==> config.mk <==
export PLATFORM = sky130hd
export DESIGN_NAME = mppm_frame_receiver_unit
export DESIGN_NICKNAME = d
export VERILOG_FILES = /design/src/rtl/core/mppmfr_pkg.sv /design/src/rtl/core/mppmfr_core.sv /design/src/rtl/core/mppmfr_out_buf.sv /design/src/rtl/core/mppm_frame_receiver_unit.sv
export SDC_FILE = /design/constraint.sdc
export NUM_CORES = 1
export LEC_CHECK = 0
export ABC_AREA = 1
export BUFFER_PORTS_ARGS = -buffer_cell sky130_fd_sc_hd__buf_2
export CAP_MARGIN = 15
export CORE_ASPECT_RATIO = 1.25
export CORE_UTILIZATION = 57
export CTS_BUF_LIST = sky130_fd_sc_hd__clkbuf_16
export CTS_CLUSTER_DIAMETER = 200
export DETAILED_ROUTE_END_ITERATION = 6
export PLACE_DENSITY = 0.76
export SETUP_SLACK_MARGIN = 0.15
export SYNTH_ARGS = -nofsm -noshare
export SYNTH_HDL_FRONTEND = slang
export SYNTH_HIERARCHICAL = 1
export SYNTH_SLANG_ARGS = --single-unit
==> constraint.sdc <==
create_clock -name clk -period 2.3 [get_ports clk]
set_input_delay 0.345 -clock clk [delete_from_list [all_inputs] [get_ports clk]]
set_output_delay 0.345 -clock clk [all_outputs]
set_load 0.01 [all_outputs]
==> src/rtl/core/mppmfr_pkg.sv <==
// Shared types and constants for the MPPM frame receiver.
package mppmfr_pkg;

  localparam int unsigned SYNC_W    = 16;
  localparam int unsigned WPF_W     = 4;
  localparam int unsigned CFG_IDX_W = 1;
  localparam int unsigned CFG_DAT_W = 16;
  localparam int unsigned BYTE_W    = 8;
  localparam int unsigned CIDX_W    = 4;

  localparam logic [CFG_IDX_W-1:0] CFG_SYNC_PATTERN    = 1'd0;
  localparam logic [CFG_IDX_W-1:0] CFG_WORDS_PER_FRAME = 1'd1;

  localparam logic [SYNC_W-1:0] SYNC_PATTERN_RST    = 16'hAAAA;
  localparam logic [WPF_W-1:0]  WORDS_PER_FRAME_RST = 4'd9;

  localparam logic [1:0] MODE_HUNT = 2'd0;
  localparam logic [1:0] MODE_SYNC = 2'd1;
  localparam logic [1:0] MODE_DATA = 2'd2;

  localparam logic [CIDX_W-1:0] LAST_CHIP = 4'd15;

  // decoded result request
  typedef struct packed {
    logic              valid;
    logic [BYTE_W-1:0] data_byte;
    logic              frame_end;
  } res_t;

endpackage

==> src/rtl/core/mppmfr_core.sv <==
// Hunt, sync-match and symbol-decode state for the MPPM frame receiver.
module mppmfr_core #(
  parameter int unsigned HEADER_BITS = 16
) (
  input  logic                                 clk,
  input  logic                                 rst_n,
  input  logic                                 chip_acc,
  input  logic                                 chip,
  input  logic [mppmfr_pkg::SYNC_W-1:0]        sync_pattern,
  input  logic [mppmfr_pkg::WPF_W-1:0]         words_per_frame,
  output mppmfr_pkg::res_t                     res
);

  localparam int unsigned CMP_W = (HEADER_BITS < mppmfr_pkg::SYNC_W) ?
                                  HEADER_BITS : mppmfr_pkg::SYNC_W;

  logic [1:0]                          mode_r, mode_nxt;
  logic [HEADER_BITS-1:0]              hdr_r, hdr_nxt;
  logic [mppmfr_pkg::CIDX_W-1:0]       cidx_r, cidx_nxt;
  logic [2:0]                          sym_r, sym_nxt;
  logic [mppmfr_pkg::BYTE_W-1:0]       word_r, word_nxt;
  logic [mppmfr_pkg::WPF_W-1:0]        cnt_r, cnt_nxt;

  logic [HEADER_BITS-1:0]              sync_cmp;
  logic [HEADER_BITS-1:0]              hdr_base;
  logic [HEADER_BITS-1:0]              hdr_shift;
  logic [2:0]                          sym_shift;
  logic [1:0]                          pos;
  logic [mppmfr_pkg::WPF_W-1:0]        cnt_inc;
  logic                                sym_ok;
  logic [1:0]                          sym_bits;

  always_comb begin
    sync_cmp = '0;
    sync_cmp[CMP_W-1:0] = sync_pattern[CMP_W-1:0];
  end

  // header starts from zero on the first high chip in hunt
  assign hdr_base  = (mode_r == mppmfr_pkg::MODE_SYNC) ? hdr_r : '0;
  assign hdr_shift = {hdr_base[HEADER_BITS-2:0], chip};
  assign pos       = cidx_r[1:0];
  assign sym_shift = {sym_r[1:0], chip};
  assign cnt_inc   = mppmfr_pkg::WPF_W'(cnt_r + 1'b1);

  always_comb begin
    sym_ok   = 1'b1;
    sym_bits = 2'b00;
    case (sym_shift)
      3'b001:  sym_bits = 2'b10;
      3'b011:  sym_bits = 2'b01;
      3'b110:  sym_bits = 2'b00;
      3'b101:  sym_bits = 2'b11;
      default: sym_ok   = 1'b0;
    endcase
  end

  always_comb begin
    mode_nxt      = mode_r;
    hdr_nxt       = hdr_r;
    cidx_nxt      = cidx_r;
    sym_nxt       = sym_r;
    word_nxt      = word_r;
    cnt_nxt       = cnt_r;
    res.valid     = 1'b0;
    res.data_byte = word_r;
    res.frame_end = 1'b0;
    if (chip_acc) begin
      case (mode_r)
        mppmfr_pkg::MODE_DATA: begin
          if (pos != 2'd3) sym_nxt = sym_shift;
          else             sym_nxt = '0;
          if (pos == 2'd2 && sym_ok) word_nxt = {word_r[5:0], sym_bits};
          if (cidx_r != mppmfr_pkg::LAST_CHIP) begin
            cidx_nxt = mppmfr_pkg::CIDX_W'(cidx_r + 1'b1);
          end else begin
            res.valid = 1'b1;
            cidx_nxt  = '0;
            sym_nxt   = '0;
            word_nxt  = '0;
            cnt_nxt   = cnt_inc;
            if (cnt_inc == words_per_frame) begin
              res.frame_end = 1'b1;
              mode_nxt      = mppmfr_pkg::MODE_HUNT;
              hdr_nxt       = '0;
              cnt_nxt       = '0;
            end
          end
        end
        mppmfr_pkg::MODE_SYNC: begin
          hdr_nxt = hdr_shift;
          if (hdr_shift == sync_cmp) begin
            mode_nxt = mppmfr_pkg::MODE_DATA;
            cidx_nxt = '0;
            sym_nxt  = '0;
            word_nxt = '0;
            cnt_nxt  = '0;
          end else begin
            mode_nxt = mppmfr_pkg::MODE_SYNC;
          end
        end
        default: begin
          if (chip) begin
            hdr_nxt = hdr_shift;
            if (hdr_shift == sync_cmp) begin
              mode_nxt = mppmfr_pkg::MODE_DATA;
              cidx_nxt = '0;
              sym_nxt  = '0;
              word_nxt = '0;
              cnt_nxt  = '0;
            end else begin
              mode_nxt = mppmfr_pkg::MODE_SYNC;
            end
          end
        end
      endcase
    end
  end

  always_ff @(posedge clk) begin
    if (!rst_n) begin
      mode_r <= mppmfr_pkg::MODE_HUNT;
      hdr_r  <= '0;
      cidx_r <= '0;
      sym_r  <= '0;
      word_r <= '0;
      cnt_r  <= '0;
    end else begin
      mode_r <= mode_nxt;
      hdr_r  <= hdr_nxt;
      cidx_r <= cidx_nxt;
      sym_r  <= sym_nxt;
      word_r <= word_nxt;
      cnt_r  <= cnt_nxt;
    end
  end

  a_res_in_data: assert property (@(posedge clk) disable iff (!rst_n)
    res.valid |-> mode_r == mppmfr_pkg::MODE_DATA)
    else $error("result outside data mode");

  a_end_to_hunt: assert property (@(posedge clk) disable iff (!rst_n)
    res.valid && res.frame_end |=> mode_r == mppmfr_pkg::MODE_HUNT && cnt_r == '0)
    else $error("frame end did not return to hunt");

  a_cidx_data: assert property (@(posedge clk) disable iff (!rst_n)
    cidx_r != '0 |-> mode_r == mppmfr_pkg::MODE_DATA)
    else $error("chip index running outside data mode");

endmodule

==> src/rtl/core/mppmfr_out_buf.sv <==
// Output register with skid slot for decoded bytes.
module mppmfr_out_buf (
  input  logic                            clk,
  input  logic                            rst_n,
  input  mppmfr_pkg::res_t                push,
  output logic                            push_ready,
  output logic                            out_valid,
  input  logic                            out_ready,
  output logic [mppmfr_pkg::BYTE_W-1:0]   out_data_byte,
  output logic                            out_frame_end
);

  logic                          out_valid_r;
  logic [mppmfr_pkg::BYTE_W-1:0] out_byte_r;
  logic                          out_end_r;
  logic                          skid_valid_r;
  logic [mppmfr_pkg::BYTE_W-1:0] skid_byte_r;
  logic                          skid_end_r;
  logic                          pop;

  assign pop           = out_valid_r && out_ready;
  assign push_ready    = !skid_valid_r;
  assign out_valid     = out_valid_r;
  assign out_data_byte = out_byte_r;
  assign out_frame_end = out_end_r;

  always_ff @(posedge clk) begin
    if (!rst_n) begin
      out_valid_r  <= 1'b0;
      skid_valid_r <= 1'b0;
    end else if (!out_valid_r || pop) begin
      if (skid_valid_r) begin
        out_valid_r  <= 1'b1;
        skid_valid_r <= 1'b0;
      end else begin
        out_valid_r <= push.valid;
      end
    end else if (push.valid) begin
      skid_valid_r <= 1'b1;
    end
  end

  always_ff @(posedge clk) begin
    if (!out_valid_r || pop) begin
      if (skid_valid_r) begin
        out_byte_r <= skid_byte_r;
        out_end_r  <= skid_end_r;
      end else if (push.valid) begin
        out_byte_r <= push.data_byte;
        out_end_r  <= push.frame_end;
      end
    end else if (push.valid) begin
      skid_byte_r <= push.data_byte;
      skid_end_r  <= push.frame_end;
    end
  end

  a_skid_implies_out: assert property (@(posedge clk) disable iff (!rst_n)
    skid_valid_r |-> out_valid_r)
    else $error("skid slot filled with output empty");

  a_no_overflow: assert property (@(posedge clk) disable iff (!rst_n)
    !(push.valid && skid_valid_r))
    else $error("result pushed while buffer full");

  a_skid_drains: assert property (@(posedge clk) disable iff (!rst_n)
    skid_valid_r && pop |=> out_valid_r && !skid_valid_r)
    else $error("skid entry not moved to output");

endmodule

==> src/rtl/core/mppm_frame_receiver_unit.sv <==
// Top level of the MPPM frame receiver: config registers, decoder, output buffer.
//
// One sampled chip enters per request on the in_ channel (in_chip_level).
// The block hunts for a high chip, shifts chips into a HEADER_BITS header
// register until it equals cfg sync_pattern, then decodes 16-chip words of
// four 4-chip multipulse symbols. Each word yields one request on the out_
// channel with the low byte and a frame_end flag on the last word of a frame
// (words_per_frame words, 0 meaning 16), after which hunting resumes.
// Throughput: one chip per cycle while in_ready is high; the decoder's result is combinational.
// Each byte is pushed into the output buffer on the 16th chip of its word.
// A two-entry output buffer (output register plus skid slot) lets chips keep
// flowing while a byte waits; in_ready drops only when both entries are full,
// which only a stall on out_ready can bring about.
// Config writes (cfg_wr_en, cfg_addr, cfg_wdata) take effect on the next chip.
// Reset (rst_n low, synchronous) loads sync 0xAAAA, 9 words per frame,
// empties the buffer and enters hunt.
module mppm_frame_receiver_unit #(
  parameter int unsigned HEADER_BITS = 16
) (
  input  logic                                clk,
  input  logic                                rst_n,
  input  logic                                in_valid,
  output logic                                in_ready,
  input  logic                                in_chip_level,
  output logic                                out_valid,
  input  logic                                out_ready,
  output logic [mppmfr_pkg::BYTE_W-1:0]       out_data_byte,
  output logic                                out_frame_end,
  input  logic                                cfg_wr_en,
  input  logic [mppmfr_pkg::CFG_IDX_W-1:0]    cfg_addr,
  input  logic [mppmfr_pkg::CFG_DAT_W-1:0]    cfg_wdata
);

  logic [mppmfr_pkg::SYNC_W-1:0] sync_pattern_r;
  logic [mppmfr_pkg::WPF_W-1:0]  words_per_frame_r;
  logic                          chip_acc;
  mppmfr_pkg::res_t              res;

  always_ff @(posedge clk) begin
    if (!rst_n) begin
      sync_pattern_r    <= mppmfr_pkg::SYNC_PATTERN_RST;
      words_per_frame_r <= mppmfr_pkg::WORDS_PER_FRAME_RST;
    end else if (cfg_wr_en) begin
      case (cfg_addr)
        mppmfr_pkg::CFG_SYNC_PATTERN:    sync_pattern_r <= cfg_wdata;
        mppmfr_pkg::CFG_WORDS_PER_FRAME:
          words_per_frame_r <= cfg_wdata[mppmfr_pkg::WPF_W-1:0];
        default: ;
      endcase
    end
  end

  assign chip_acc = in_valid && in_ready;

  mppmfr_core #(
    .HEADER_BITS(HEADER_BITS)
  ) u_core (
    .clk             (clk),
    .rst_n           (rst_n),
    .chip_acc        (chip_acc),
    .chip            (in_chip_level),
    .sync_pattern    (sync_pattern_r),
    .words_per_frame (words_per_frame_r),
    .res             (res)
  );

  mppmfr_out_buf u_out_buf (
    .clk           (clk),
    .rst_n         (rst_n),
    .push          (res),
    .push_ready    (in_ready),
    .out_valid     (out_valid),
    .out_ready     (out_ready),
    .out_data_byte (out_data_byte),
    .out_frame_end (out_frame_end)
  );

endmodule
==> impl_results.md, run 1 <==
- RSZ-0062 raised after global routing: yes
- Asr flop ratio synth: 0%
- Syn Inst Count: 504
- Port Buf Inserts: 33
- Yosys warning count: 6
- Hold_sp: cfg_wdata[0]
- CTS tree: built
- Final Slew Violations: 0
- Clk pin slew, worst setup/hold paths: 0.06 ns
- Vias in the first global route: 3104
- Clk buf depth: 2
- Data required, critical path: 2.55 ns
- LEAKAGE: 1.84 nW
- Design Area, Final: 4230 sq um
- Reg2reg end: u_core/hdr_r[6]$_SDFFE_PN0P_
- Area of placed instances: 3860 sq um
- Crit Path Max Fanout: 15
- Fill count: 549
- Initial Util: 59.2%
- Final setup violation count: 0
- Die extent in y: 91.8 microns
- Leading area contributor after synthesis: dfxtp_1
- Vias: 3354
- Seq cells post-synth: 75
- Maxcap violations: 0
- Slew @ Worst Pin: 0.628 ns
- Number of synthesized flops with an enable pin: 18
- Status: finished, final reports clean
- Hold worst-path end: words_per_frame_r[0]$_SDFFE_PN1P_
- Last weighted congestion value of the routability-driven placer: 0.863
- Antenna viol nets, final: 0
- Count leader, synth: nand2_1
- First-pass GRT wire length: 13.6 mm
- Critical Path Start Type: flop
- Reg area: 1680 sq um
- Syn nets: 530
- Top cell types by occurrence after synthesis: nand2_1, nand3_1, nor2_1
- Final Hold Viols: 0
- Via/cell ratio: 5.32
- Worst IR Drop VDD: 0.423 mV
- Critical path class: flop to flop
- # DRC: 0
- Synth area leaders: dfxtp_1, edfxtp_1, nand2_1, nand3_1, a21oi_1
- CORE AREA: 6210 sq um
- Num CTS Buffers: 9
- Ports: 34
- Multi-input combinational cell area: 1720 sq um
- Sequential share of the synthesized area: 45.8%
- WL final: 8.15 mm
- Kind of path behind the tightest hold check: input pin to flop
- H-tree levels: 3
- GRT overflow: 0
- Clock Latency Late Sink: 0.33 ns
- Clock Skew: 0.00517 ns
- Die area: 6770 sq um
- Period utilisation layout: 87.2%
- Final #Nets: 567
- Setup_tns: 0 ns
- Post-synth top area share: 31.1%
- DPL Wire Length: 5.46 mm
- Worst reg2reg setup slack: 0.29 ns
- Largest net degree at the start of global routing: 37
- Rel. slew slack: 58.1%
- Worst R2R Start: u_core/cidx_r[1]$_SDFFE_PN0P_
- Antenna Cells: 0
- Clock Sink Count: 75
- Layout cells sized above 1: 15.0%
- Main synth FF type: dfxtp_1
- Tot GR Track Use: 26.1%
- Drt pass-1 iters: 4
- Initial antenna violation count: 0
- Min Tclk post-route: 2.01 ns
- Max Freq: 498 MHz
- Placement Rows: 32
- WP data arrival: 2.25 ns
- Chip width: 73.8 microns
- WHS Path Cells: 3
- Synth unique cells: 29
- Mapped Avg Cell Area: 7.29 sq um
- Mapped Area: 3670 sq um
- Per-cell routed wire length: 12.9 microns
- P&R area growth vs syn: 15.2%
- Root Driver: clkbuf_16
- Worst reg-to-reg path cell count: 10
- Crit path capture type: flop
- Number of hold buffers added after cts: 0
- DR iter-0 viols: 198
- Power per cell area: 709 nW/um^2
## flip-flops by register name, summed over array words and instances (netlist names)
signal,cells
u_core/hdr_r,15
u_out_buf/out_frame_end,1
u_out_buf/skid_end_r,1
u_core/sym_r,2
u_out_buf/out_valid,1
sync_pattern_r,16
u_out_buf/skid_valid_r,1
u_out_buf/out_data_byte,8
u_core/mode_r,2
words_per_frame_r,4
u_core/cnt_r,4
u_core/word_r,8
u_out_buf/skid_byte_r,8
u_core/cidx_r,4
## placed cells by master (no fill, tap or decap)
| cell type | instances |
|---|---|
| nand2_4 | 4 |
| nor4_1 | 1 |
| edfxtp_1 | 18 |
| nand3b_1 | 4 |
| inv_4 | 1 |
| buf_6 | 1 |
| nor3_1 | 16 |
| o21ai_2 | 1 |
| nand2_1 | 134 |
| xnor2_1 | 2 |
| nor2_4 | 3 |
| xnor2_2 | 1 |
| clkbuf_16 | 9 |
| nor2_1 | 58 |
| buf_2 | 33 |
| inv_2 | 3 |
| dfxtp_1 | 57 |
| and3_2 | 1 |
| buf_4 | 12 |
| nand4_1 | 4 |
| o21ai_0 | 5 |
| a21oi_1 | 48 |
| clkinv_2 | 1 |
| clkinvlp_4 | 2 |
| or2_2 | 1 |
| nor2_2 | 5 |
| bufinv_16 | 1 |
| clkinv_1 | 1 |
| inv_1 | 42 |
| ha_1 | 3 |
| xor2_1 | 2 |
| nand3_2 | 3 |
| nand3_1 | 69 |
## cells by family after synthesis
| group | Yosys count | synth area share (%) |
|---|---|---|
| AND/OR/NAND/NOR | 302 | 35.9 |
| flip-flops | 75 | 45.8 |
| buffers and inverters | 65 | 8.65 |
| AO/OA/AOI/OAI | 54 | 7.46 |
| XOR/XNOR | 5 | 1.19 |
| adder cells (fa/ha/maj) | 3 | 1.02 |
## timing repair
action / in CTS / in global routing
resized for setup: 2 / 10
setup endpoints to repair: 10 / 51
cloned: 0 / 1
buffers inserted: 2 / 2
pin swaps: 0 / 2
## metal layers
layer | share of wire (%) | vias to the layer above | track usage (%)
met1 | 42 | 1554 | 28.9
met5 | 0 | - | 0
li1 | - | 1711 | -
met4 | 3.0 | 0 | 13.1
met2 | 52 | 70 | 45.8
met3 | 2.7 | 19 | 5.82
## how the worst max path moves through the flow
stage / from / to / slack [ns]
after global placement: u_core/mode_r[1]$_SDFFE_PN0P_ / u_out_buf/skid_byte_r[2]$_DFFE_PP_ / 0.14
after detailed placement: u_core/mode_r[1]$_SDFFE_PN0P_ / u_out_buf/skid_byte_r[2]$_DFFE_PP_ / 0.08
after floorplan: u_core/mode_r[1]$_SDFFE_PN0P_ / u_out_buf/out_data_byte[0]$_DFFE_PP_ / 0.22
after global routing: u_core/mode_r[0]$_SDFFE_PN0P_ / u_core/word_r[7]$_SDFFE_PN0P_ / 0.14
final: u_core/cidx_r[1]$_SDFFE_PN0P_ / u_core/hdr_r[6]$_SDFFE_PN0P_ / 0.29
after CTS: u_core/mode_r[1]$_SDFFE_PN0P_ / u_out_buf/out_data_byte[6]$_DFFE_PP_ / 0.20
## cell type report
type,count,share of cell area (%)
multi-input cells,365,40.7
well taps,85,2.51
inverters,44,3.99
flip-flops and latches,75,39.7
clock buffers,9,5.32
repair buffers,46,6.30
clock inverters,7,1.42
## power by group
part	switching, W	internal, W
combinational	0.000138	0.0000868
sequential	0.0000443	0.00139
clock	0.000523	0.000826
total	0.000705	0.00230
## metrics by stage
step / setup WS [ns] / instances / total power (W) / utilization (%) / hold slack, ns
after floorplan: 0.218 / 504 / 0.00161 / - / 0.431
after global placement: 0.136 / 610 / 0.00167 / 62.2 / 0.451
after detailed placement: 0.0797 / 610 / 0.00168 / 62.2 / 0.452
after CTS: 0.204 / 628 / 0.00301 / 67.1 / 0.224
after global routing: 0.143 / 631 / 0.00312 / 68.2 / 0.229
final: 0.294 / 631 / 0.00300 / 68.2 / 0.231
## worst max-delay path: stages, from the launching register on
cell,delay (ns)
dfxtp_1,0.38
ha_1,0.24
nand2_1,0.09
nor2_1,0.13
inv_1,0.11
nand2_4,0.13
clkinvlp_4,0.16
nor2_4,0.16
buf_4,0.22
a21oi_1,0.09
nor3_1,0.19
No activity file was read; power rests on OpenSTA's default activity.
==> run 2, diff against run 1 <==
CORE_ASPECT_RATIO = not set   (was 1.25)
==> run 2 against run 1 <==
- total power grew 4.2%
- critical endpoint is now u_core/hdr_r[2]$_SDFFE_PN0P_
- register-to-register slack gained 0.03 ns
- first-iteration DRC count grew 50%
- maximum frequency grew 1.3%
==> impl_results.md, run 2 (synthesis gave the netlist of run 1 again) <==
- Antenna Cells: 0 (unchanged)
- Initial Util: 60.6% (was 59.2%)
- Setup Fix Bufs, Post-CTS: 0 (was 2)
- Clk pin slew, worst setup/hold paths: 0.06 ns (about the same)
- RSZ-0062 raised after global routing: yes (unchanged)
- Setup_tns: 0 ns (unchanged)
- Final Hold Viols: 0 (unchanged)
- Chip width: 82.3 microns (was 73.8 microns)
- Final setup violation count: 0 (unchanged)
- Port Buf Inserts: 33 (unchanged)
- Final Slew Violations: 0 (unchanged)
- Root Driver: clkbuf_16 (unchanged)
- Layout cells sized above 1: 14.3% (was 15.0%)
- Initial antenna violation count: 0 (unchanged)
- Ports: 34 (unchanged)
- Setup Slack @ Placement: 0.258 ns (was 0.0797 ns)
- Tot GR Track Use: 25.2% (was 26.1%)
- CP delay by family, top: simple AND/OR/NAND/NOR gates (unchanged)
- Max FFs per register: 16 (unchanged)
- Worst path cell trace: ha_1 > xnor2_1 > nand3_1 > nor2_1 > nand2_1 > nand2_1 > buf_6 > a21oi_1 > nor3_1 (was ha_1 > nand2_1 > nor2_1 > inv_1 > nand2_4 > clkinvlp_4 > nor2_4 > buf_4 > a21oi_1 > nor3_1)
- CORE AREA: 6060 sq um (was 6210 sq um)
- Die area: 6770 sq um (about the same)
- Clock Sink Count: 75 (unchanged)
- Antenna viol nets, final: 0 (unchanged)
- Maxcap violations: 0 (unchanged)
- Fill count: 511 (was 549)
- Via/cell ratio: 5.38 (was 5.32)
- Clock Latency Late Sink: 0.33 ns (about the same)
- Critical Path Start Type: flop (unchanged)
- Num CTS Buffers: 9 (unchanged)
- DR iter-0 viols: 297 (was 198)
- Data required, critical path: 2.54 ns (was 2.55 ns)
- GRT overflow: 0 (unchanged)
- Drt pass-1 iters: 5 (was 4)
- Final core occ: 69.6% (was 68.2%)
- Worst hold slack: 0.243 ns (was 0.231 ns)
- Clock Skew: 0.00532 ns (was 0.00517 ns)
- CTS tree: built (unchanged)
- Vias in the first global route: 2798 (was 3104)
- Biggest register: sync_pattern_r (unchanged)
- CP max stage delay: 0.42 ns (was 0.38 ns)
- Critical path class: flop to flop (unchanged)
- Rel. slew slack: 52.3% (was 58.1%)
- LEAKAGE: 1.85 nW (was 1.84 nW)
- H-tree levels: 3 (unchanged)
- Power, Total: 0.00313 W (was 0.00300 W)
- Most frequent cells in the layout: nand2_1, nand3_1, nor2_1 (unchanged)
- Kind of path behind the tightest hold check: input pin to flop (unchanged)
- Max Freq: 505 MHz (was 498 MHz)
- DPL Wire Length: 5.33 mm (was 5.46 mm)
- CP dominant cell by count: nand2_1
- Power per cell area: 742 nW/um^2 (was 709 nW/um^2)
- Worst IR Drop VDD: 0.679 mV (was 0.423 mV)
- CP bufs+invs: 1 (was 3)
- Last weighted congestion value of the routability-driven placer: 0.841 (was 0.863)
- WL final: 7.82 mm (was 8.15 mm)
- P&R area growth vs syn: 14.8% (was 15.2%)
- Status: finished, final reports clean (unchanged)
- Most common cell after layout, fill and taps aside: nand2_1 (unchanged)
- Crit Path Max Fanout: 15 (unchanged)
- First-pass GRT wire length: 12.9 mm (was 13.6 mm)
- Largest net degree at the start of global routing: 37 (unchanged)
- Top Registers: sync_pattern_r (16), u_core/hdr_r (15) (unchanged)
- Vias: 3329 (was 3354)
- Period utilisation layout: 86.1% (was 87.2%)
- Clk buf depth: 2 (unchanged)
- Min Tclk post-route: 1.98 ns (was 2.01 ns)
- Placement Rows: 28 (was 32)
- Die extent in y: 82.3 microns (was 91.8 microns)
- Per-cell routed wire length: 12.6 microns (was 12.9 microns)
- # DRC: 0 (unchanged)
- Crit path capture type: flop (unchanged)
- Final #Nets: 565 (was 567)
- Setup ws final: 0.319 ns (was 0.294 ns)
- CP max-delay cell: dfxtp_1 (unchanged)
- WP data arrival: 2.22 ns (was 2.25 ns)
- Slew @ Worst Pin: 0.714 ns (was 0.628 ns)
run 2: cell types whose count changed in the layout (fill, tap and decap cells not counted), moves of 2 or more:
cell      delta
nor2_1       +2
clkinv_4     +2
buf_4        -2
nand2_4      -2
run 2: stage by stage:
stage / cells / area (sq um)
6_report: 619 / 4220
2_1_floorplan: 504 / 3670
3_5_place_dp: 603 / 3880
5_1_grt: 619 / 4220
4_1_cts: 619 / 4200
3_3_place_gp: 603 / 3880
run 2: worst register-to-register path, cell delays in order (launching register included):
cell and delay (ns):
dfxtp_1 0.42, ha_1 0.30, xnor2_1 0.20, nand3_1 0.10
nor2_1 0.09, nand2_1 0.14, nand2_1 0.18, buf_6 0.19
a21oi_1 0.09, nor3_1 0.18
run 2: path summary, 6_finish.rpt:
kind | slack, ns | cells past startpoint | startpoint | to
max | 0.32 | 9 | u_core/cnt_r[0]$_SDFFE_PN0P_ | u_core/hdr_r[2]$_SDFFE_PN0P_
min reg2reg | 0.47 | 0 | u_core/word_r[7]$_SDFFE_PN0P_ | u_out_buf/skid_byte_r[7]$_DFFE_PP_
max reg2reg | 0.32 | 9 | u_core/cnt_r[0]$_SDFFE_PN0P_ | u_core/hdr_r[2]$_SDFFE_PN0P_
min | 0.24 | 3 | cfg_wdata[0] | words_per_frame_r[0]$_SDFFE_PN1P_
run 2: area by class of cell:
type                            instances  area, sq um  area share [%]
Inverter                               44          165            3.92
Sequential cell                        75         1680            39.9
Clock buffer                            9          225            5.34
Tap cell                               75         93.8            2.22
Multi-Input combinational cell        364         1690            40.0
Timing Repair Buffer                   45          272            6.44
Clock inverter                          7         93.8            2.22
run 2: timing repair:
item / in CTS / in global routing
gates resized for setup: 0 / 5
hold buffers: 0 / 0
endpoints found under the setup margin: 0 / 49
run 2: report_power, final:
group,internal [W],switching (W)
registers,0.00139,0.0000424
logic,0.0000860,0.000136
clock network,0.000947,0.000531
run 2: per-layer routing:
metal  up-vias  share of wire (%)  global-route usage, %
li1       1712                  -                      -
met1      1506                 49                   36.0
met2       101                 45                   36.6
met3        10                5.2                   5.49
met4         0                1.4                   10.4
met5         -                  0                      0
